--- src/sarg_pkg.sv ---
package sarg_pkg;

   // Longest check block in samples
   localparam int MAX_BLOCK_LEN = 4096;

   localparam int SAMPLE_W    = 16;
   localparam int LEVEL_W     = 16;
   localparam int COUNT_W     = 16;
   localparam int BLOCK_LEN_W = 13;
   localparam int POS_W       = $clog2(MAX_BLOCK_LEN);
   localparam int LEN_W       = $clog2(MAX_BLOCK_LEN + 1);
   localparam int SUM_W       = POS_W + SAMPLE_W;
   localparam int THR_W       = LEVEL_W + LEN_W;
   localparam int CMP_W       = (LEN_W > BLOCK_LEN_W) ? LEN_W : BLOCK_LEN_W;

   localparam int CSR_IDX_W  = 3;
   localparam int CSR_DATA_W = 16;

   localparam logic [CSR_IDX_W-1:0] CSR_BLOCK_LEN       = 3'd0;
   localparam logic [CSR_IDX_W-1:0] CSR_TRIGGER_LEVEL   = 3'd1;
   localparam logic [CSR_IDX_W-1:0] CSR_KEEP_LEVEL      = 3'd2;
   localparam logic [CSR_IDX_W-1:0] CSR_HOLD_BLOCKS     = 3'd3;
   localparam logic [CSR_IDX_W-1:0] CSR_MAX_BLOCKS      = 3'd4;
   localparam logic [CSR_IDX_W-1:0] CSR_MIN_KEEP_BLOCKS = 3'd5;

   localparam int BLOCK_LEN_RST       = 64;
   localparam int TRIGGER_LEVEL_RST   = 2000;
   localparam int KEEP_LEVEL_RST      = 1800;
   localparam int HOLD_BLOCKS_RST     = 625;
   localparam int MAX_BLOCKS_RST      = 2500;
   localparam int MIN_KEEP_BLOCKS_RST = 1250;

   localparam logic [COUNT_W-1:0] COUNT_SAT = '1;

   typedef enum logic {
      MODE_LISTEN,
      MODE_RECORD
   } mode_type;

   // Working configuration as seen by the gate
   typedef struct packed {
      logic [LEN_W-1:0]   len;
      logic [THR_W-1:0]   trigger_thr;
      logic [THR_W-1:0]   keep_thr;
      logic [COUNT_W-1:0] hold_blocks;
      logic [COUNT_W-1:0] max_blocks;
      logic [COUNT_W-1:0] min_keep_blocks;
   } cfg_type;

   typedef struct packed {
      logic signed [SAMPLE_W-1:0] recorded_sample;
      logic                       recording;
      logic                       block_end;
      logic                       loud;
      logic                       take_start;
      logic                       take_end;
      logic                       take_kept;
   } result_type;

endpackage

--- src/sarg_csr.sv ---
module sarg_csr import sarg_pkg::*; (
   input  logic                  clock,
   input  logic                  reset,
   input  logic                  csr_we,
   input  logic [CSR_IDX_W-1:0]  csr_index,
   input  logic [CSR_DATA_W-1:0] csr_wdata,
   output cfg_type               cfg
);

   logic [BLOCK_LEN_W-1:0] block_len_ff;
   logic [LEVEL_W-1:0]     trigger_level_ff;
   logic [LEVEL_W-1:0]     keep_level_ff;
   logic [COUNT_W-1:0]     hold_blocks_ff;
   logic [COUNT_W-1:0]     max_blocks_ff;
   logic [COUNT_W-1:0]     min_keep_blocks_ff;

   logic [LEN_W-1:0] len_in, len_ff;
   logic [THR_W-1:0] trigger_thr_in, trigger_thr_ff;
   logic [THR_W-1:0] keep_thr_in, keep_thr_ff;
   logic [CMP_W-1:0] raw_len;

   always_ff @(posedge clock) begin
      if (reset) begin
         block_len_ff       <= BLOCK_LEN_W'(BLOCK_LEN_RST);
         trigger_level_ff   <= LEVEL_W'(TRIGGER_LEVEL_RST);
         keep_level_ff      <= LEVEL_W'(KEEP_LEVEL_RST);
         hold_blocks_ff     <= COUNT_W'(HOLD_BLOCKS_RST);
         max_blocks_ff      <= COUNT_W'(MAX_BLOCKS_RST);
         min_keep_blocks_ff <= COUNT_W'(MIN_KEEP_BLOCKS_RST);
      end else if (csr_we) begin
         case (csr_index)
            CSR_BLOCK_LEN:       block_len_ff       <= csr_wdata[BLOCK_LEN_W-1:0];
            CSR_TRIGGER_LEVEL:   trigger_level_ff   <= csr_wdata[LEVEL_W-1:0];
            CSR_KEEP_LEVEL:      keep_level_ff      <= csr_wdata[LEVEL_W-1:0];
            CSR_HOLD_BLOCKS:     hold_blocks_ff     <= csr_wdata[COUNT_W-1:0];
            CSR_MAX_BLOCKS:      max_blocks_ff      <= csr_wdata[COUNT_W-1:0];
            CSR_MIN_KEEP_BLOCKS: min_keep_blocks_ff <= csr_wdata[COUNT_W-1:0];
            default: ;
         endcase
      end
   end

   // Clamp the block length to 1 .. MAX_BLOCK_LEN
   always_comb begin
      raw_len = CMP_W'(block_len_ff);
      if (raw_len == '0)
         len_in = LEN_W'(1);
      else if (raw_len > CMP_W'(MAX_BLOCK_LEN))
         len_in = LEN_W'(MAX_BLOCK_LEN);
      else
         len_in = LEN_W'(raw_len);
   end

   // Level times length, so the block mean never needs a divide
   assign trigger_thr_in = THR_W'(trigger_level_ff) * THR_W'(len_in);
   assign keep_thr_in    = THR_W'(keep_level_ff) * THR_W'(len_in);

   always_ff @(posedge clock) begin
      if (reset) begin
         len_ff         <= LEN_W'(BLOCK_LEN_RST);
         trigger_thr_ff <= THR_W'(TRIGGER_LEVEL_RST * BLOCK_LEN_RST);
         keep_thr_ff    <= THR_W'(KEEP_LEVEL_RST * BLOCK_LEN_RST);
      end else begin
         len_ff         <= len_in;
         trigger_thr_ff <= trigger_thr_in;
         keep_thr_ff    <= keep_thr_in;
      end
   end

   assign cfg.len             = len_ff;
   assign cfg.trigger_thr     = trigger_thr_ff;
   assign cfg.keep_thr        = keep_thr_ff;
   assign cfg.hold_blocks     = hold_blocks_ff;
   assign cfg.max_blocks      = max_blocks_ff;
   assign cfg.min_keep_blocks = min_keep_blocks_ff;

endmodule

--- config.mk ---
export PLATFORM = sky130hd
export DESIGN_NAME = sarg_csr
export DESIGN_NICKNAME = d
export VERILOG_FILES = /design/src/sarg_pkg.sv /design/src/sarg_csr.sv
export SDC_FILE = /design/constraint.sdc
export NUM_CORES = 1
export LEC_CHECK = 0
export BUFFER_PORTS_ARGS = -buffer_cell sky130_fd_sc_hd__buf_2
export CORE_MARGIN = 4
export CORE_UTILIZATION = 55
export CTS_BUF_LIST = sky130_fd_sc_hd__clkbuf_8
export CTS_CLUSTER_SIZE = 16
export DETAILED_ROUTE_END_ITERATION = 12
export GPL_TIMING_DRIVEN = 1
export PLACE_DENSITY = 0.8
export SYNTH_ARGS = -nofsm -noshare
export SYNTH_HDL_FRONTEND = slang
export SYNTH_SLANG_ARGS = --single-unit
export TNS_END_PERCENT = 10
--- constraint.sdc ---
create_clock -name clock -period 13.1 [get_ports clock]
set_clock_uncertainty 0.15 [all_clocks]
set_input_delay 2.62 -clock clock [delete_from_list [all_inputs] [get_ports clock]]
set_output_delay 2.62 -clock clock [all_outputs]
set_load 0.01 [all_outputs]
* Word level (Yosys, flattened, before mapping)
Index checks and enable logic that the tools add are counted.
** Operators by class
- Multipliers :: 2
- Order comparisons :: 1
- Eq/ne operators :: 5
- Multiplexer cells :: 2
- Reductions and logical operators :: 8
** Operators with widths (number)
- $mul 16x13->29 :: 2
- $mux 13 :: 2
- $gt 13x13->1 const B :: 1
- $logic_not 13->1 :: 1
- $reduce_and 2->1 :: 6
- $eq 3x2->1 const B :: 2
- $eq 3x3->1 const B :: 2
- $eq 3x1->1 const B :: 1
- $logic_not 3->1 :: 1
** Word-level totals
- Register bits after elaboration :: 164
- Bits of input ports :: 22
- Output and inout bits :: 119
- Logic and storage cells :: 27

* Logic depth before layout (Yosys ltp)
- Word-level depth :: 4
- Mapped depth :: 23
- Gate-level depth less buffers :: 20

* Worst setup path before layout
Ideal clock, no wire load.
- Kind :: register to register
- From :: reg block_len_ff[12]
- To :: reg trigger_thr_ff[26]
- Library setup time :: 0.121 ns
- Data arrival time :: 5.431 ns
- Slack :: 7.398 ns
- Cell stages (with the launch flop) :: 21
- Clock period less this slack :: 5.702 ns
- Cells stage by stage :: dfxtp_1 clkbuf_1 nor2b_1 clkbuf_1 nand2_1 fa_1 inv_1 fa_1 fa_1 fa_1 inv_1 fa_1 inv_1 ha_1 a21o_1 a21o_1 a21oi_1 o21ai_0 a21o_1 a221oi_2 mux2_2
** On the way
- Word-level cells in the longest chain between the ends :: 4
- Elaborated cells between the ends (all ways) :: 5
- Those cells by class :: mul: 1; order compare: 1; mux: 2; reduce/logical: 1
** RTL lines
- start, declared :: RTL line sarg_csr.sv:10 : logic [BLOCK_LEN_W-1:0] block_len_ff;
- start signal, assigned :: RTL line sarg_csr.sv:24 : block_len_ff <= BLOCK_LEN_W'(BLOCK_LEN_RST);
- start signal, assigned :: RTL line sarg_csr.sv:32 : CSR_BLOCK_LEN: block_len_ff <= csr_wdata[BLOCK_LEN_W-1:0];
- $gt 13x13->1 :: RTL line sarg_csr.sv:48 : else if (raw_len > CMP_W'(MAX_BLOCK_LEN))
- $mux 13 :: RTL line sarg_csr.sv:48
- $mux 13 (*) :: RTL line sarg_csr.sv:46 : if (raw_len == '0)
- $mul 16x13->29 (*) :: RTL line sarg_csr.sv:55 : assign trigger_thr_in = THR_W'(trigger_level_ff) * THR_W'(len_in);
- end signal, assigned :: RTL line sarg_csr.sv:61 : trigger_thr_ff <= THR_W'(TRIGGER_LEVEL_RST * BLOCK_LEN_RST);
- end signal, assigned :: RTL line sarg_csr.sv:65 : trigger_thr_ff <= trigger_thr_in;
- end, declared :: RTL line sarg_csr.sv:18 : logic [THR_W-1:0] trigger_thr_in, trigger_thr_ff;
Every way passes the cells marked *; elsewhere a longest branch is shown, timed or not.
A chain may end at the register's enable or synchronous reset.

* Worst setup path in the final report
- From :: reg block_len_ff[12]
- To :: reg trigger_thr_ff[24]
Same word-level chain as after synthesis.

==> flow_metrics.env <==
export IMPL_status="finished clean"
export IMPL_fp_dieW_um=193
export IMPL_syn_num_nets=2695
export IMPL_clockBufferDepth=2
export IMPL_ant_nets=0
export IMPL_cts_setup_buffers=0
export IMPL_instances_no_fill=2740
export IMPL_avgSynthCellArea_sq_um=8.53
export IMPL_arrival_ps=7080
export IMPL_start_util_pct=56.1
export IMPL_rsz0062_at_grt="false"
export IMPL_synth_top_area_cell="fa_1"
export IMPL_cp_max_fo=33
export IMPL_cts_clk_slew_worst_paths_ps=120
export IMPL_cp_required_ps=13350
export IMPL_slew_violations=0
export IMPL_grt_pass1_vias=15600
export IMPL_p_per_area_nw_per_um2=58.1
export IMPL_clkSinkCount=164
export IMPL_vias=14900
export IMPL_num_io_pins=141
export IMPL_seq_area_frac_synth_pct=17.4
export IMPL_tightest_slew_ps=1040
export IMPL_wire_per_inst_um=16.5
export IMPL_synth_cell_types=59
export IMPL_cts_tree="built"
export IMPL_power_leakage_nw=10.4
export IMPL_clk_latency_ps=520
export IMPL_place_gp_congestion=0.888
export IMPL_area_growth_pct=7.01
export IMPL_cts_root_buf="clkbuf_8"
export IMPL_vdd_drop_max_v=0.000104
export IMPL_yosys_top_cells_area="fa_1 (33%), dfxtp_1 (17%), ha_1 (9.8%)"
export IMPL_finalHoldViolCount=0
export IMPL_drive_above_1_share_pct=9.34
export IMPL_synthesis_area_sq_um=18900
export IMPL_hold_path_class="reg2reg"
export IMPL_synth_most_common_cell="nand2_1"
export IMPL_fp_dieArea_sq_um=37400
export IMPL_port_buffer_count=140
export IMPL_viasPerCell=5.43
export IMPL_crit_slowest_cell="dfxtp_1"
export IMPL_hpwlAfterDp_um=34500
export IMPL_grt_usage_pct=24.9
export IMPL_path_common_cell="fa_1"
export IMPL_core_area_sq_um=33700
export IMPL_cts_max_level=4
export IMPL_grt_max_degree=99
export IMPL_synth_top_area_share_pct=32.6
export IMPL_drc=0
export IMPL_synth_edf_count=0
export IMPL_endpoint_kind="flip-flop"
export IMPL_finalSetupViolations=0
export IMPL_fin_ws_ps=6270
export IMPL_max_freq_mhz=146
export IMPL_dp_cells=2709
export IMPL_die_h_um=193
export IMPL_overflow=0
export IMPL_max_stage_delay_ps=910
export IMPL_numCtsBuffers=17
export IMPL_ys_async_sr_fraction_pct=0
export IMPL_antennaDiodeCount=0
export IMPL_worstSetupPathType="reg2reg"
export IMPL_first_iter_violations=1138
export IMPL_ys_ff_latch=164
export IMPL_cts_resized_gates=0
export IMPL_dr_pass1_iters=5
export IMPL_post_synth_inst_count=2217
export IMPL_slew_headroom_pct=30.4
export IMPL_fin_setup_tns_ps=0
export IMPL_netlist_top_cells_count="nand2_1 (442), inv_1 (417), fa_1 (308)"
export IMPL_cap_violations=0
export IMPL_ys_flop_type="dfxtp_1"
export IMPL_yosysWarnings=0
export IMPL_cts_hold_buffers_added=0
export IMPL_antenna_found_initial=0
export IMPL_fin_crit_sh_pct=52.2
export IMPL_start_kind="flip-flop"
export IMPL_post_place_ws_ps=6400
export IMPL_grt_pass1_wl_um=77300
export IMPL_fin_crit_ps=6830
export IMPL_rows=67
export IMPL_fin_nets=2758
export IMPL_finalWirelength_um=45300
export IMPL_critical_path_cell_chain="buf_4, nor2b_1, buf_4, and2_1, fa_1, inv_1, fa_1, inv_1, fa_1, fa_1, inv_1, fa_1, inv_1, ha_1, a21oi_1, nor2_1, a21o_1, a221oi_1, nand2_1, a31oi_1, mux2_2"
[registers in the layout, summed over array words and instances (netlist names)]
name and flops:
keep_thr_ff 29, hold_blocks_ff 16, keep_level_ff 16, max_blocks_ff 16
min_keep_blocks_ff 16, block_len_ff 13, trigger_thr_ff 29, trigger_level_ff 16
len_ff 13
[final cells by class]
cell class / count / area (sq um)
tap: 448 / 561
inverter: 417 / 1570
clock inverter: 14 / 124
sequential: 164 / 3280
timing repair buffer: 158 / 838
multi-input combinational: 1522 / 13600
clock buffer: 17 / 234
fill: 2892 / 13500
[worst max-delay path: cells and delay by family, from the launching register on]
| kind | cells | cell delay (ps) |
|---|---|---|
| compound gates | 4 | 970 |
| fa+ha+maj | 6 | 2850 |
| simple gates | 4 | 560 |
| flops | 1 | 910 |
| buf+inv | 6 | 870 |
| mux | 1 | 360 |
[stage by stage]
step                instance area [sq um]  total power (W)  hold slack [ps]  utilization [%]
finish                              20200          0.00117              310             60.0
global route                        20200          0.00124              328             60.0
CTS                                 20200          0.00118              310             60.0
detailed placement                  19900         0.000818              296             59.0
global placement                    19900         0.000807              289             59.0
floorplan                           18900         0.000734              286                -
[routing by layer]
metal	vias up	track usage, %	part of all wire [%]
li1	6795	-	-
met1	7400	33.2	42
met2	613	40.9	47
met3	82	5.69	8.6
met4	0	7.79	2.4
met5	-	0	0
[kinds of logic (layout without fill, tap and decap cells)]
kind of cell             after synthesis  after routing  share of synthesized area, %
XOR/XNOR                              38             38                          1.76
AND/OR/NAND/NOR                      817            817                          20.6
multiplexers                           4              4                         0.251
adder cells (fa/ha/maj)              456            456                          42.4
AO/OA/AOI/OAI                        207            207                          7.01
flip-flops                           164            164                          17.4
buffers and inverters                531            606                          10.7
[final timing paths]
kind | startpoint | to | slack, ps | cells past startpoint
max | block_len_ff[12]$_SDFFE_PP0P_ | trigger_thr_ff[24]$_SDFF_PP0_ | 6270 | 21
max reg2reg | block_len_ff[12]$_SDFFE_PP0P_ | trigger_thr_ff[24]$_SDFF_PP0_ | 6270 | 21
min | hold_blocks_ff[8]$_SDFFE_PP0P_ | hold_blocks_ff[8]$_SDFFE_PP0P_ | 310 | 2
min reg2reg | hold_blocks_ff[8]$_SDFFE_PP0P_ | hold_blocks_ff[8]$_SDFFE_PP0P_ | 310 | 2
[layout by cell type, fill, tap and decap left out, drive strengths merged, types with 6 or more instances in the layout]
cell type,count
clkbuf,17
nand3,10
nor2,54
nand2,442
a31oi,12
xnor2,20
ha,148
a21oi,106
and3,7
o21ai,32
nor3,11
fa,308
nor2b,37
dfxtp,164
a211oi,7
nand4,6
and2,194
a21o,16
nand3b,27
nand2b,19
buf,158
xor2,18
inv,425
[power by group]
part	leakage [nW]	total, W	internal [W]	switching (W)
Sequential	1.33	0.000536	0.000519	0.0000170
Clock	0.187	0.000369	0.000137	0.000233
Combinational	8.84	0.000270	0.000102	0.000168
No activity file was read; power rests on OpenSTA's default activity.
