**config.mk**
```make
export PLATFORM = sky130hd
export DESIGN_NAME = sarg_gate
export DESIGN_NICKNAME = d
export VERILOG_FILES = /design/src/sarg_pkg.sv /design/src/sarg_gate.sv
export SDC_FILE = /design/constraint.sdc
export NUM_CORES = 1
export LEC_CHECK = 0
export ABC_AREA = 1
export BUFFER_PORTS_ARGS = -buffer_cell sky130_fd_sc_hd__buf_2
export CAP_MARGIN = 20
export CELL_PAD_IN_SITES_DETAIL_PLACEMENT = 2
export CELL_PAD_IN_SITES_GLOBAL_PLACEMENT = 2
export CORE_MARGIN = 5
export CORE_UTILIZATION = 32
export CTS_CLUSTER_SIZE = 30
export DETAILED_ROUTE_END_ITERATION = 6
export HOLD_SLACK_MARGIN = 0.1
export PLACE_DENSITY_LB_ADDON = 0.15
export SYNTH_ARGS = -nofsm -noshare
export SYNTH_HDL_FRONTEND = slang
export SYNTH_SLANG_ARGS = --single-unit
```
**constraint.sdc**
```tcl
create_clock -name clock -period 6.5 [get_ports clock]
set_clock_uncertainty 0.15 [all_clocks]
set_input_delay 0.325 -clock clock [delete_from_list [all_inputs] [get_ports clock]]
set_output_delay 0.325 -clock clock [all_outputs]
set_load 0.02 [all_outputs]
```
**src/sarg_pkg.sv**
```systemverilog
package sarg_pkg;

   // Longest check block in samples
   localparam int MAX_BLOCK_LEN = 4096;

   localparam int SAMPLE_W    = 16;
   localparam int LEVEL_W     = 16;
   localparam int COUNT_W     = 16;
   localparam int BLOCK_LEN_W = 13;
   localparam int POS_W       = $clog2(MAX_BLOCK_LEN);
   localparam int LEN_W       = $clog2(MAX_BLOCK_LEN + 1);
   localparam int SUM_W       = POS_W + SAMPLE_W;
   localparam int THR_W       = LEVEL_W + LEN_W;
   localparam int CMP_W       = (LEN_W > BLOCK_LEN_W) ? LEN_W : BLOCK_LEN_W;

   localparam int CSR_IDX_W  = 3;
   localparam int CSR_DATA_W = 16;

   localparam logic [CSR_IDX_W-1:0] CSR_BLOCK_LEN       = 3'd0;
   localparam logic [CSR_IDX_W-1:0] CSR_TRIGGER_LEVEL   = 3'd1;
   localparam logic [CSR_IDX_W-1:0] CSR_KEEP_LEVEL      = 3'd2;
   localparam logic [CSR_IDX_W-1:0] CSR_HOLD_BLOCKS     = 3'd3;
   localparam logic [CSR_IDX_W-1:0] CSR_MAX_BLOCKS      = 3'd4;
   localparam logic [CSR_IDX_W-1:0] CSR_MIN_KEEP_BLOCKS = 3'd5;

   localparam int BLOCK_LEN_RST       = 64;
   localparam int TRIGGER_LEVEL_RST   = 2000;
   localparam int KEEP_LEVEL_RST      = 1800;
   localparam int HOLD_BLOCKS_RST     = 625;
   localparam int MAX_BLOCKS_RST      = 2500;
   localparam int MIN_KEEP_BLOCKS_RST = 1250;

   localparam logic [COUNT_W-1:0] COUNT_SAT = '1;

   typedef enum logic {
      MODE_LISTEN,
      MODE_RECORD
   } mode_type;

   // Working configuration as seen by the gate
   typedef struct packed {
      logic [LEN_W-1:0]   len;
      logic [THR_W-1:0]   trigger_thr;
      logic [THR_W-1:0]   keep_thr;
      logic [COUNT_W-1:0] hold_blocks;
      logic [COUNT_W-1:0] max_blocks;
      logic [COUNT_W-1:0] min_keep_blocks;
   } cfg_type;

   typedef struct packed {
      logic signed [SAMPLE_W-1:0] recorded_sample;
      logic                       recording;
      logic                       block_end;
      logic                       loud;
      logic                       take_start;
      logic                       take_end;
      logic                       take_kept;
   } result_type;

endpackage

```
**src/sarg_gate.sv**
```systemverilog
module sarg_gate import sarg_pkg::*; (
   input  logic                       clock,
   input  logic                       reset,
   input  logic                       advance,
   input  logic signed [SAMPLE_W-1:0] sample,
   input  cfg_type                    cfg,
   output result_type                 result
);

   mode_type           mode_ff, mode_in;
   logic [POS_W-1:0]   pos_ff, pos_in;
   logic [SUM_W-1:0]   sum_ff, sum_in;
   logic [COUNT_W-1:0] quiet_ff, quiet_in;
   logic [COUNT_W-1:0] take_ff, take_in;

   logic [SAMPLE_W-1:0] mag;
   logic [SUM_W-1:0]    sum_new;
   logic [THR_W-1:0]    thr;
   logic [COUNT_W-1:0]  quiet_inc;
   logic [COUNT_W-1:0]  take_inc;
   logic                rec;
   logic                bend;
   logic                loud;
   logic                stop;

   // Full-scale negative comes out as 32768, which still fits unsigned
   assign mag       = sample[SAMPLE_W-1] ? SAMPLE_W'(-sample) : SAMPLE_W'(sample);
   assign sum_new   = sum_ff + SUM_W'(mag);
   assign rec       = (mode_ff == MODE_RECORD);
   assign bend      = (LEN_W'(pos_ff) + LEN_W'(1)) >= cfg.len;
   assign thr       = rec ? cfg.keep_thr : cfg.trigger_thr;
   assign loud      = bend && (THR_W'(sum_new) >= thr);
   assign quiet_inc = quiet_ff + COUNT_W'(quiet_ff != COUNT_SAT);
   assign take_inc  = take_ff + COUNT_W'(take_ff != COUNT_SAT);
   assign stop      = rec && bend &&
                      ((quiet_inc >= cfg.hold_blocks) || (take_inc >= cfg.max_blocks));

   // Next mode
   always_comb begin
      mode_in = mode_ff;
      case (mode_ff)
         MODE_LISTEN: if (loud) mode_in = MODE_RECORD;
         MODE_RECORD: if (stop) mode_in = MODE_LISTEN;
         default:     mode_in = MODE_LISTEN;
      endcase
   end

   // Block position, sum, take counters and the result beat
   always_comb begin
      pos_in   = bend ? '0 : pos_ff + POS_W'(1);
      sum_in   = bend ? '0 : sum_new;
      quiet_in = quiet_ff;
      take_in  = take_ff;
      if (bend) begin
         if (!rec) begin
            if (loud) begin
               quiet_in = '0;
               take_in  = '0;
            end
         end else if (stop) begin
            quiet_in = '0;
            take_in  = '0;
         end else begin
            take_in  = take_inc;
            quiet_in = loud ? '0 : quiet_inc;
         end
      end

      result.recorded_sample = rec ? sample : '0;
      result.recording       = rec;
      result.block_end       = bend;
      result.loud            = loud;
      result.take_start      = !rec && loud;
      result.take_end        = stop;
      result.take_kept       = stop && (take_inc >= cfg.min_keep_blocks);
   end

   always_ff @(posedge clock) begin
      if (reset) begin
         mode_ff  <= MODE_LISTEN;
         pos_ff   <= '0;
         sum_ff   <= '0;
         quiet_ff <= '0;
         take_ff  <= '0;
      end else if (advance) begin
         mode_ff  <= mode_in;
         pos_ff   <= pos_in;
         sum_ff   <= sum_in;
         quiet_ff <= quiet_in;
         take_ff  <= take_in;
      end
   end

endmodule

```
After elaboration in Yosys (flattened, before gate mapping) --
Cells that the tools add are included. Widths: inputs -> output; s select.
Word-level totals: flip-flop bits (word level) 73, output and inout port bits 22, word-level logic and storage cells 42
Operators by class: add/subtract/negate cells 6, order comparisons 5, equality and inequality tests 2, muxes and demuxes 14, bitwise operators 1, reductions and logical operators 9
Operators with widths (number):
- $mux 16 | 8
- $ge 16x16->1 | 3
- $add 16x1->16 | 2
- $ne 16x16->1 const B | 2
- $ge 28x29->1 | 1
- $mux 29 | 1
- $add 28x16->28 | 1
- $mux 28 | 1
- $neg 16->16 | 1
- $add 12x1->13 const B | 1
- $ge 13x13->1 | 1
- $add 12x1->12 const B | 1
- $mux 12 | 1
- $logic_and 1x1->1 | 5
- $reduce_and 3->1 | 1
- $mux 1 | 2
- $pmux 1 s2 | 1
- $reduce_bool 2->1 | 1
- $logic_not 1->1 | 1
- $logic_or 1x1->1 | 1
- $not 1->1 | 1

Longest topological paths before layout --
Gate-level depths: netlist of the first run.
word-level depth 8, gate-level depth with buffers 38, depth with buffers taken out 37

Worst setup path before layout of the first run --
OpenSTA, ideal clock, no wires.
path kind input -> output, from in sample[1], to out result[2] (netlist name), data arrival time 4.112 ns, data required time 6.025 ns, path slack 1.913 ns, stages 27, buffers on the path 0, path through inv_1 ha_1 inv_1 nor3_1 nand3_1 nor3_1 nand2_1 nand2_1 nand2_1 xor2_1 ha_1 a21oi_1 a21boi_0 nand2_1 nand3_1 nand3_1 or2_2 and2_1 ha_1 nand2_1 inv_1 nand2_1 nor3_1 a21oi_2 nand3_2 nand2_1 nor2_1
RTL lines:
- from (decl) | RTL line sarg_gate.sv:5 | input logic signed [SAMPLE_W-1:0] sample,
- to (decl) | RTL line sarg_gate.sv:7 | output result_type result

Worst setup path in the final report of the first run --
from in sample[1], to reg take_ff[10]
Between the ends: cells in the longest elaborated chain, start to end 7
RTL lines:
- $neg 16->16 | RTL line sarg_gate.sv:27 | assign mag = sample[SAMPLE_W-1] ? SAMPLE_W'(-sample) : SAMPLE_W'(sample);
- $mux 16 * | RTL line sarg_gate.sv:27
- $add 28x16->28 * | RTL line sarg_gate.sv:28 | assign sum_new = sum_ff + SUM_W'(mag);
- $ge 28x29->1 * | RTL line sarg_gate.sv:32 | assign loud = bend && (THR_W'(sum_new) >= thr);
- $logic_and 1x1->1 * | RTL line sarg_gate.sv:32
- $reduce_bool 2->1 (no line) *
- $reduce_and 3->1 (no line) *
- to (signal assigned) | RTL line sarg_gate.sv:90 | take_ff <= take_in;
- to (decl) | RTL line sarg_gate.sv:14 | logic [COUNT_W-1:0] take_ff, take_in;
Mark *: on every way between the ends. The rest lies on a longest branch, timed or not. A chain may end at the register's enable or synchronous reset.

==> results.sh, run 1 <==
export IMPL_status="finished, final reports clean"
export IMPL_dp_slack_ps=583
export IMPL_grt_start_max_net_pins=59
export IMPL_synth_compound_gate_area_share_pct=11.5
export IMPL_power_switching_mw=0.604
export IMPL_cts_resized_gates=0
export IMPL_cp_max_fo=33
export IMPL_p_int_mw=1.07
export IMPL_design_core_area_mm2=0.0260
export IMPL_ctsHoldBuffers=0
export IMPL_nNetsFinal=1754
export IMPL_worstMarginPinSlew_ps=832
export IMPL_ys_flop_type="dfxtp_1"
export IMPL_critPathSlowestCell="inv_2"
export IMPL_min_path_type="in -> reg"
export IMPL_final_cell_mix="nand2_1, inv_1, buf_2"
export IMPL_grt_pass1_vias=10000
export IMPL_path_class="in -> reg"
export IMPL_synth_ff_latch_count=73
export IMPL_numCtsBuffers=9
export IMPL_maxSlewViolCount=0
export IMPL_cts_tree="done"
export IMPL_fin_crit_ps=5550
export IMPL_cts_root_buf="clkbuf_16"
export IMPL_grt_overflow_total=0
export IMPL_synthArstFlopShare_pct=0
export IMPL_startpoint_type="primary input"
export IMPL_synth_cell_types=45
export IMPL_setup_violations_final=0
export IMPL_power_density_mw_per_mm2=170
export IMPL_ir_drop_uv=109
export IMPL_place_hpwl_um=25000
export IMPL_clk_latency_ps=350
export IMPL_synth_top_family_by_area="simple AND/OR/NAND/NOR gates"
export IMPL_stdcell_area_mm2=0.00985
export IMPL_cts_sinks=73
export IMPL_post_cts_buffers=0
export IMPL_synth_warnings=0
export IMPL_maxCapViolCount=0
export IMPL_pin_count=160
export IMPL_p_leak_nw=5.55
export IMPL_dieWidth_um=172
export IMPL_syn_nets=1616
export IMPL_synthAdderAreaFrac_pct=16.7
export IMPL_wl_per_cell_um=16.4
export IMPL_synth_mux_area_share_pct=3.21
export IMPL_grt_pass1_wl_um=49400
export IMPL_synth_cells=1366
export IMPL_routed_wl_um=30300
export IMPL_start_util_pct=32.4
export IMPL_power_switching_fraction_pct=36.0
export IMPL_ys_seq_area_share_pct=17.3
export IMPL_die_area_mm2=0.0297
export IMPL_seqPwrFrac_pct=28.6
export IMPL_syn_to_final_growth_pct=16.9
export IMPL_viasPerCell=4.98
export IMPL_timing_critical_path_mode_cell="nand2_1"
export IMPL_drc=0
export IMPL_io_buffers=159
export IMPL_setup_slack_ps=952
export IMPL_ant_nets=0
export IMPL_crit_family="simple AND/OR/NAND/NOR gates"
export IMPL_rsz0062_at_grt="no"
export IMPL_drt_pass1_iterations=4
export IMPL_hold_viol=0
export IMPL_final_common_cell="nand2_1"
export IMPL_grt_total_usage_pct=20.6
export IMPL_drt_iter0_markers=180
export IMPL_synthesis_area_mm2=0.00843
export IMPL_slew_headroom_pct=44.5
export IMPL_vias=9180
export IMPL_die_h_um=172
export IMPL_max_stage_delay_ps=590
export IMPL_min_period_over_period_pct=85.3
export IMPL_synth_xor_area_share_pct=6.03
export IMPL_power_frac_comb_pct=34.5
export IMPL_synth_simple_area_share_pct=31.5
export IMPL_clockPowerShare_pct=36.8
export IMPL_placed_cell_area_mm2=0.00949
export IMPL_diodes=0
export IMPL_drive_above_1_share_pct=13.4
export IMPL_place_gp_congestion=0.838
export IMPL_cp_buffers_inverters=6
export IMPL_required_ps=6600
export IMPL_crit_arrival_ps=5650
export IMPL_htree_num_levels=3
export IMPL_clk_path_buf_depth=2
export IMPL_synth_edf_count=0
export IMPL_tns_ps=0
export IMPL_syn_avg_cell_area_um2=6.17
export IMPL_max_freq_ghz=0.180
export IMPL_clk_pin_slew_ps=60
export IMPL_antenna_found_initial=0
export IMPL_rows=59
export IMPL_endpoint_kind="flip-flop"
## state kept, by name, indices dropped and copies added (netlist names)
register,count
take_ff,16
mode_ff,1
quiet_ff,16
sum_ff,28
pos_ff,12
## through the flow
stage / total power [mW] / hold slack [ps] / util (%) / instances
finish: 1.68 / 133 / 37.9 / 1844
global route: 1.79 / 153 / 37.9 / 1844
CTS: 1.70 / 125 / 37.9 / 1844
detailed placement: 1.07 / 322 / 36.5 / 1828
global placement: 1.05 / 308 / 36.5 / 1828
floorplan: 0.867 / 270 / - / 1366
## power by group through the flow
stage | Combinational (mW) | Clock, mW | Sequential (mW)
after floorplan | 0.382 | 0 | 0.485
after CTS | 0.589 | 0.636 | 0.480
final | 0.579 | 0.618 | 0.480
after global routing | 0.662 | 0.650 | 0.482
after detailed placement | 0.580 | 0 | 0.490
after global placement | 0.558 | 0 | 0.489
## metal layers
layer	vias up	part of all wire, %	GRT usage [%]
li1	4611	-	-
met1	4440	44	24.7
met2	109	52	39.5
met3	20	2.4	1.83
met4	0	1.2	4.51
met5	-	0	0
## final timing paths
kind,startpoint,end,slack [ps],depth (start not counted)
setup / recovery,sample[1],take_ff[10],950,31
setup reg to reg,sum_ff[0],take_ff[10],1690,24
hold / removal,advance,pos_ff[0],130,2
hold reg to reg,sum_ff[15],sum_ff[15],330,2
## cells in the mapped netlist (6+ instances only)
cell type    n  area, µm²
nor2_1      71        267
o21ai_0     22        110
nand3_1     79        395
a21boi_0     6       45.0
nand2_1    402       1510
dfxtp_1     73       1460
xor2_1      49        429
xnor2_1      9       78.8
buf_2        9       45.0
a21oi_1    133        666
ha_1       111       1390
clkbuf_1    16       60.1
buf_4        8       60.1
inv_1      248        931
and2_1       6       37.5
mux2i_1     27        270
nor3_1      20        100
nor4_1       9       56.3
nand4_1     20        125
## layout make-up
class	count	area, µm²
Fill cell	3311	16100
Multi-Input combinational cell	1004	5820
Sequential cell	73	1470
Inverter	251	945
Timing Repair Buffer	165	841
Tap cell	335	419
Clock buffer	10	250
Clock inverter	6	111
## cell families after synthesis
logic type,after synthesis
adder cells (fa/ha/maj),112
XOR/XNOR,58
flip-flops,73
buffers and inverters,289
multiplexers,27
AO/OA/AOI/OAI,180
AND/OR/NAND/NOR,627
No activity file was read; power rests on OpenSTA's default activity.
==> run 2: changes to the inputs <==
--- a/config.mk
+++ b/config.mk
@@ -15,7 +15,7 @@
 export CTS_CLUSTER_SIZE = 30
 export DETAILED_ROUTE_END_ITERATION = 6
 export HOLD_SLACK_MARGIN = 0.1
-export PLACE_DENSITY_LB_ADDON = 0.15
+export PLACE_DENSITY = 0.91
 export SYNTH_ARGS = -nofsm -noshare
 export SYNTH_HDL_FRONTEND = slang
 export SYNTH_SLANG_ARGS = --single-unit
==> run 2 against run 1 <==
Net effect:
- combinational power grew 12%
- via count grew 4.9%
- hold slack lost 13 ps
- clock power shrank 7.6%
- critical path depth shrank 1
- critical endpoint is now result[2]
==> results.sh, run 2 (synthesized netlist as in run 1, its figures left out) <==
export IMPL_placed_cell_area_mm2=0.00948
export IMPL_stdcell_count=1842
export IMPL_wl_per_cell_um=19.5
export IMPL_drive_above_1_share_pct=13.3
export IMPL_crit_family="simple AND/OR/NAND/NOR gates"
export IMPL_tns_ps=0
export IMPL_min_path_type="in -> reg"
export IMPL_power_density_mw_per_mm2=173
export IMPL_highest_layer="met4"
export IMPL_fillers=3337
export IMPL_clk_latency_ps=350
export IMPL_ant_nets=0
export IMPL_antenna_found_initial=0
export IMPL_nNetsFinal=1752
export IMPL_final_common_cell="nand2_1"
export IMPL_max_stage_delay_ps=330
export IMPL_routed_wl_um=36000
export IMPL_status="finished, final reports clean"
export IMPL_hp_start="advance"
export IMPL_stdcell_area_mm2=0.00982
export IMPL_regToRegEndpoint="quiet_ff[5]"
export IMPL_rr_worst_depth=24
export IMPL_critPathSlowestCell="ha_1"
export IMPL_finish_utilization_pct=37.8
export IMPL_place_hpwl_um=28200
export IMPL_ctsHoldBuffers=0
export IMPL_fin_crit_ps=6060
export IMPL_numCtsBuffers=9
export IMPL_grt_pass1_wl_um=56300
export IMPL_dr_wl_met2_um=18800
export IMPL_design_core_area_mm2=0.0260
export IMPL_maxSlewViolCount=0
export IMPL_cp_depth=30
export IMPL_hold_path_endpoint="pos_ff[0]"
export IMPL_vias=9630
export IMPL_cts_resized_gates=0
export IMPL_dieWidth_um=172
export IMPL_cp_buffers_inverters=6
export IMPL_drc=0
export IMPL_reg_top3="sum_ff (28), quiet_ff (16), take_ff (16)"
export IMPL_rows=59
export IMPL_regMostFlops="sum_ff"
export IMPL_wl_met1_um=14600
export IMPL_r2r_start="sum_ff[0]"
export IMPL_die_area_mm2=0.0297
export IMPL_maxCapViolCount=0
export IMPL_startpoint_type="primary input"
export IMPL_min_period_over_period_pct=93.2
export IMPL_start_util_pct=32.4
export IMPL_dp_cells=1826
export IMPL_endpoint_kind="output pin"
export IMPL_cts_root_buf="clkbuf_16"
export IMPL_syn_to_final_growth_pct=16.5
export IMPL_die_h_um=172
export IMPL_largest_reg_flops=28
export IMPL_grt_total_usage_pct=23.7
export IMPL_timing_critical_path_mode_cell="nand2_1"
export IMPL_drt_pass1_iterations=4
export IMPL_diodes=0
export IMPL_cts_tree="done"
export IMPL_clk_path_buf_depth=2
export IMPL_setup_violations_final=0
export IMPL_io_buffers=159
export IMPL_p_leak_nw=5.53
export IMPL_hold_viol=0
export IMPL_hold_depth=2
export IMPL_required_ps=6020
export IMPL_htree_num_levels=3
export IMPL_cts_sinks=73
export IMPL_final_cell_mix="nand2_1, inv_1, buf_2"
export IMPL_grt_start_max_net_pins=66
export IMPL_r2r_setup_slack_ps=1490
export IMPL_clk_pin_slew_ps=60
export IMPL_ir_drop_uv=120
export IMPL_cp_max_fo=17
export IMPL_drt_iter0_markers=263
export IMPL_max_freq_ghz=0.165
export IMPL_grt_pass1_vias=11100
export IMPL_rsz0062_at_grt="no"
export IMPL_place_gp_congestion=0.909
export IMPL_slew_headroom_pct=38.0
export IMPL_crit_arrival_ps=5580
export IMPL_dr_wl_met3_um=1240
export IMPL_path_class="in -> out"
export IMPL_post_cts_buffers=0
export IMPL_viasPerCell=5.23
export IMPL_grt_overflow_total=0
export IMPL_pin_count=160
export IMPL_worstMarginPinSlew_ps=930
## run 2: area by class of cell
class | instances | area [µm²] | share of cell area (%)
flip-flops and latches | 73 | 1470 | 14.9
repair buffers | 163 | 838 | 8.54
well taps | 335 | 419 | 4.27
inverters | 251 | 945 | 9.62
clock buffers | 11 | 264 | 2.69
multi-input cells | 1004 | 5830 | 59.4
clock inverters | 5 | 60.1 | 0.612
## run 2: how the worst max path moves through the flow
stage               from           to
5_1_grt        sample[0]    result[2]
6_report       sample[1]    result[2]
3_3_place_gp   sample[0]   take_ff[2]
4_1_cts        sample[1]    result[2]
2_1_floorplan  sample[1]    result[2]
3_5_place_dp   sample[1]  quiet_ff[5]
## run 2: power by group
group / leakage [nW] / internal (mW) / switching [mW]
Combinational: 4.78 / 0.214 / 0.433
Sequential: 0.592 / 0.466 / 0.0159
Clock: 0.157 / 0.334 / 0.237
Total: 5.53 / 1.01 / 0.686
## run 2: metrics by stage
stage	setup WS, ps	total power [mW]	hold WS (ps)
2_1_floorplan	1910	0.867	270
3_3_place_gp	900	1.05	308
3_5_place_dp	154	1.10	323
4_1_cts	263	1.70	103
5_1_grt	65.5	1.78	119
6_report	441	1.70	119
## run 2: routing by layer
| layer | track usage (%) | vias up |
|---|---|---|
| li1 | - | 4611 |
| met2 | 44.9 | 215 |
| met3 | 3.20 | 89 |
| met1 | 26.5 | 4715 |
| met4 | 9.88 | 0 |
| met5 | 0 | - |
## run 2: worst reg2reg max path, stage by stage (launching register included)
cell	delay, ps
dfxtp_1	340
ha_1	180
inv_1	60
fa_1	400
inv_1	130
nand3_1	80
nand2_1	110
nand2_1	80
nand2_1	170
nand2_1	100
nand2_1	130
nand2_1	80
nand2_1	240
nand3_1	140
and2_1	190
ha_1	400
nand2_1	180
a21oi_1	180
nor2_1	100
a21oi_1	210
nor2_2	70
nand3_2	80
nand2_4	240
inv_2	560
a21oi_1	260
==> run 3: changes to the inputs <==
--- a/config.mk
+++ b/config.mk
@@ -11,11 +11,12 @@
 export CELL_PAD_IN_SITES_DETAIL_PLACEMENT = 2
 export CELL_PAD_IN_SITES_GLOBAL_PLACEMENT = 2
 export CORE_MARGIN = 5
-export CORE_UTILIZATION = 32
+export CORE_UTILIZATION = 33
+export CTS_BUF_LIST = sky130_fd_sc_hd__clkbuf_2 sky130_fd_sc_hd__clkbuf_4 sky130_fd_sc_hd__clkbuf_8
 export CTS_CLUSTER_SIZE = 30
 export DETAILED_ROUTE_END_ITERATION = 6
 export HOLD_SLACK_MARGIN = 0.1
-export PLACE_DENSITY = 0.91
+export PLACE_DENSITY = 0.93
 export SYNTH_ARGS = -nofsm -noshare
 export SYNTH_HDL_FRONTEND = slang
 export SYNTH_SLANG_ARGS = --single-unit
==> run 3 against run 2 <==
Net effect:
- register-to-register slack got worse by 40 ps
- total power shrank 12%
- global-route usage barely moved
- critical path depth is the same
- critical path type unchanged
- largest cell class unchanged
==> results.sh, run 3 (synthesized netlist as in run 1, its figures left out) <==
export IMPL_max_freq_ghz=0.166
export IMPL_tns_ps=0
export IMPL_start_util_pct=33.5
export IMPL_cp_buffers_inverters=5
export IMPL_maxCapViolCount=0
export IMPL_rsz0062_at_grt="no"
export IMPL_grt_start_max_net_pins=59
export IMPL_hold_depth=4
export IMPL_viasPerCell=5.16
export IMPL_drt_pass1_iterations=4
export IMPL_endpoint_kind="output pin"
export IMPL_cts_root_buf="clkbuf_8"
export IMPL_setup_violations_final=0
export IMPL_grt_total_usage_pct=23.8
export IMPL_slew_headroom_pct=45.7
export IMPL_largest_reg_flops=28
export IMPL_grt_overflow_total=0
export IMPL_grt_pass1_vias=11000
export IMPL_die_h_um=170
export IMPL_hold_viol=0
export IMPL_power_switching_fraction_pct=42.4
export IMPL_regToRegEndpoint="take_ff[7]"
export IMPL_wl_per_cell_um=18.7
export IMPL_clockPowerShare_pct=26.4
export IMPL_p_int_mw=0.860
export IMPL_final_common_cell="nand2_1"
export IMPL_crit_family="simple AND/OR/NAND/NOR gates"
export IMPL_clk_latency_ps=380
export IMPL_clk_pin_slew_ps=90
export IMPL_seqPwrFrac_pct=32.2
export IMPL_finish_utilization_pct=38.5
export IMPL_regMostFlops="sum_ff"
export IMPL_syn_to_final_growth_pct=15.0
export IMPL_final_cell_mix="nand2_1, inv_1, buf_2"
export IMPL_hp_start="sample[0]"
export IMPL_drive_above_1_share_pct=13.3
export IMPL_p_leak_nw=5.48
export IMPL_r2r_setup_slack_ps=1450
export IMPL_r2r_start="sum_ff[0]"
export IMPL_ant_nets=0
export IMPL_htree_num_levels=3
export IMPL_max_stage_delay_ps=360
export IMPL_rr_worst_depth=24
export IMPL_worstMarginPinSlew_ps=814
export IMPL_fin_total_pwr_mw=1.49
export IMPL_critPathSlowestCell="ha_1"
export IMPL_timing_critical_path_mode_cell="nand2_1"
export IMPL_power_density_mw_per_mm2=154
export IMPL_drc=0
export IMPL_hold_path_endpoint="sum_ff[0]"
export IMPL_post_cts_buffers=0
export IMPL_power_frac_comb_pct=41.4
export IMPL_status="finished, final reports clean"
export IMPL_fin_crit_ps=6010
export IMPL_cts_sinks=73
export IMPL_pin_count=160
export IMPL_required_ps=6020
export IMPL_drt_iter0_markers=378
export IMPL_cp_depth=30
export IMPL_design_core_area_mm2=0.0252
export IMPL_die_area_mm2=0.0288
export IMPL_numCtsBuffers=9
export IMPL_crit_arrival_ps=5540
export IMPL_min_path_type="in -> reg"
export IMPL_nNetsFinal=1755
export IMPL_grt_pass1_wl_um=55600
export IMPL_place_gp_congestion=0.912
export IMPL_io_buffers=159
export IMPL_vias=9495
export IMPL_routed_wl_um=34400
export IMPL_clk_path_buf_depth=2
export IMPL_antenna_found_initial=2
export IMPL_ir_drop_uv=111
export IMPL_power_switching_mw=0.632
export IMPL_diodes=0
export IMPL_cts_tree="done"
export IMPL_dieWidth_um=170
export IMPL_path_class="in -> out"
export IMPL_rows=58
export IMPL_place_hpwl_um=28400
export IMPL_reg_top3="sum_ff (28), quiet_ff (16), take_ff (16)"
export IMPL_startpoint_type="primary input"
export IMPL_cp_max_fo=17
export IMPL_min_period_over_period_pct=92.5
export IMPL_maxSlewViolCount=0
run 3: changes by cell type in the layout (fill, tap and decap cells not counted), sizes merged:
cell         before  now
dlygate4sd3       0    1
clkbuf           11   10
buf             163  165
clkinv            3    6
inv             251  249
run 3: power by group through the flow:
| stage | clock (mW) | combinational [mW] | sequential (mW) |
|---|---|---|---|
| finish | 0.395 | 0.618 | 0.480 |
| global route | 0.424 | 0.691 | 0.483 |
| CTS | 0.406 | 0.615 | 0.480 |
| detailed placement | 0 | 0.606 | 0.490 |
| global placement | 0 | 0.555 | 0.488 |
| floorplan | 0 | 0.382 | 0.485 |
run 3: worst max path at each step:
| stage | from | to | slack (ps) |
|---|---|---|---|
| 2_1_floorplan | sample[1] | result[2] | 1910 |
| 3_3_place_gp | sample[0] | take_ff[1] | 940 |
| 3_5_place_dp | sample[1] | take_ff[7] | 520 |
| 4_1_cts | sample[0] | result[2] | 540 |
| 5_1_grt | sample[0] | result[2] | 60 |
| 6_report | sample[0] | result[2] | 490 |
run 3: worst reg2reg max path, stage by stage, from the launching register on:
cell	delay, ps
dfxtp_1	360
ha_1	190
inv_1	80
fa_1	420
inv_1	160
nand3_1	90
nand2_1	120
nand2_1	80
nand2_1	140
nand2_1	80
nand2_1	140
nand2_1	80
nand2_1	270
nand3_1	150
and2_1	190
ha_1	370
nand2_1	160
nor4_1	380
nand3_1	170
nand3_2	130
nand2_4	240
inv_2	540
nand2_1	160
nand2_1	100
inv_1	40
run 3: metrics by stage:
stage          hold slack [ps]  area, µm²  setup slack (ps)  instances
5_1_grt                    331       9690              60.3       1840
4_1_cts                    277       9690               542       1840
6_report                   287       9690               488       1840
3_5_place_dp               323       9480               520       1823
2_1_floorplan              270       8430              1910       1366
3_3_place_gp               306       9480               941       1823
run 3: repair_timing:
action                                  CTS  global route
gates resized for setup                   0             0
hold buffers                              1             0
endpoints found under the setup margin    0             0
hold endpoints to repair                  1             0
run 3: final cells by class:
| class | count | area [µm²] |
|---|---|---|
| fillers | 3190 | 15500 |
| multi-input cells | 1004 | 5820 |
| flip-flops and latches | 73 | 1470 |
| inverters | 251 | 945 |
| repair buffers | 166 | 851 |
| well taps | 330 | 413 |
| clock buffers | 10 | 131 |
| clock inverters | 6 | 68.8 |
run 3: metal layers:
layer / vias to the layer above / wire, µm / global-route usage (%)
met3: 69 / 1200 / 2.84
met5: - / 21 / 0
li1: 4609 / - / -
met1: 4613 / 14400 / 27.5
met4: 4 / 1020 / 8.30
met2: 200 / 17700 / 44.7
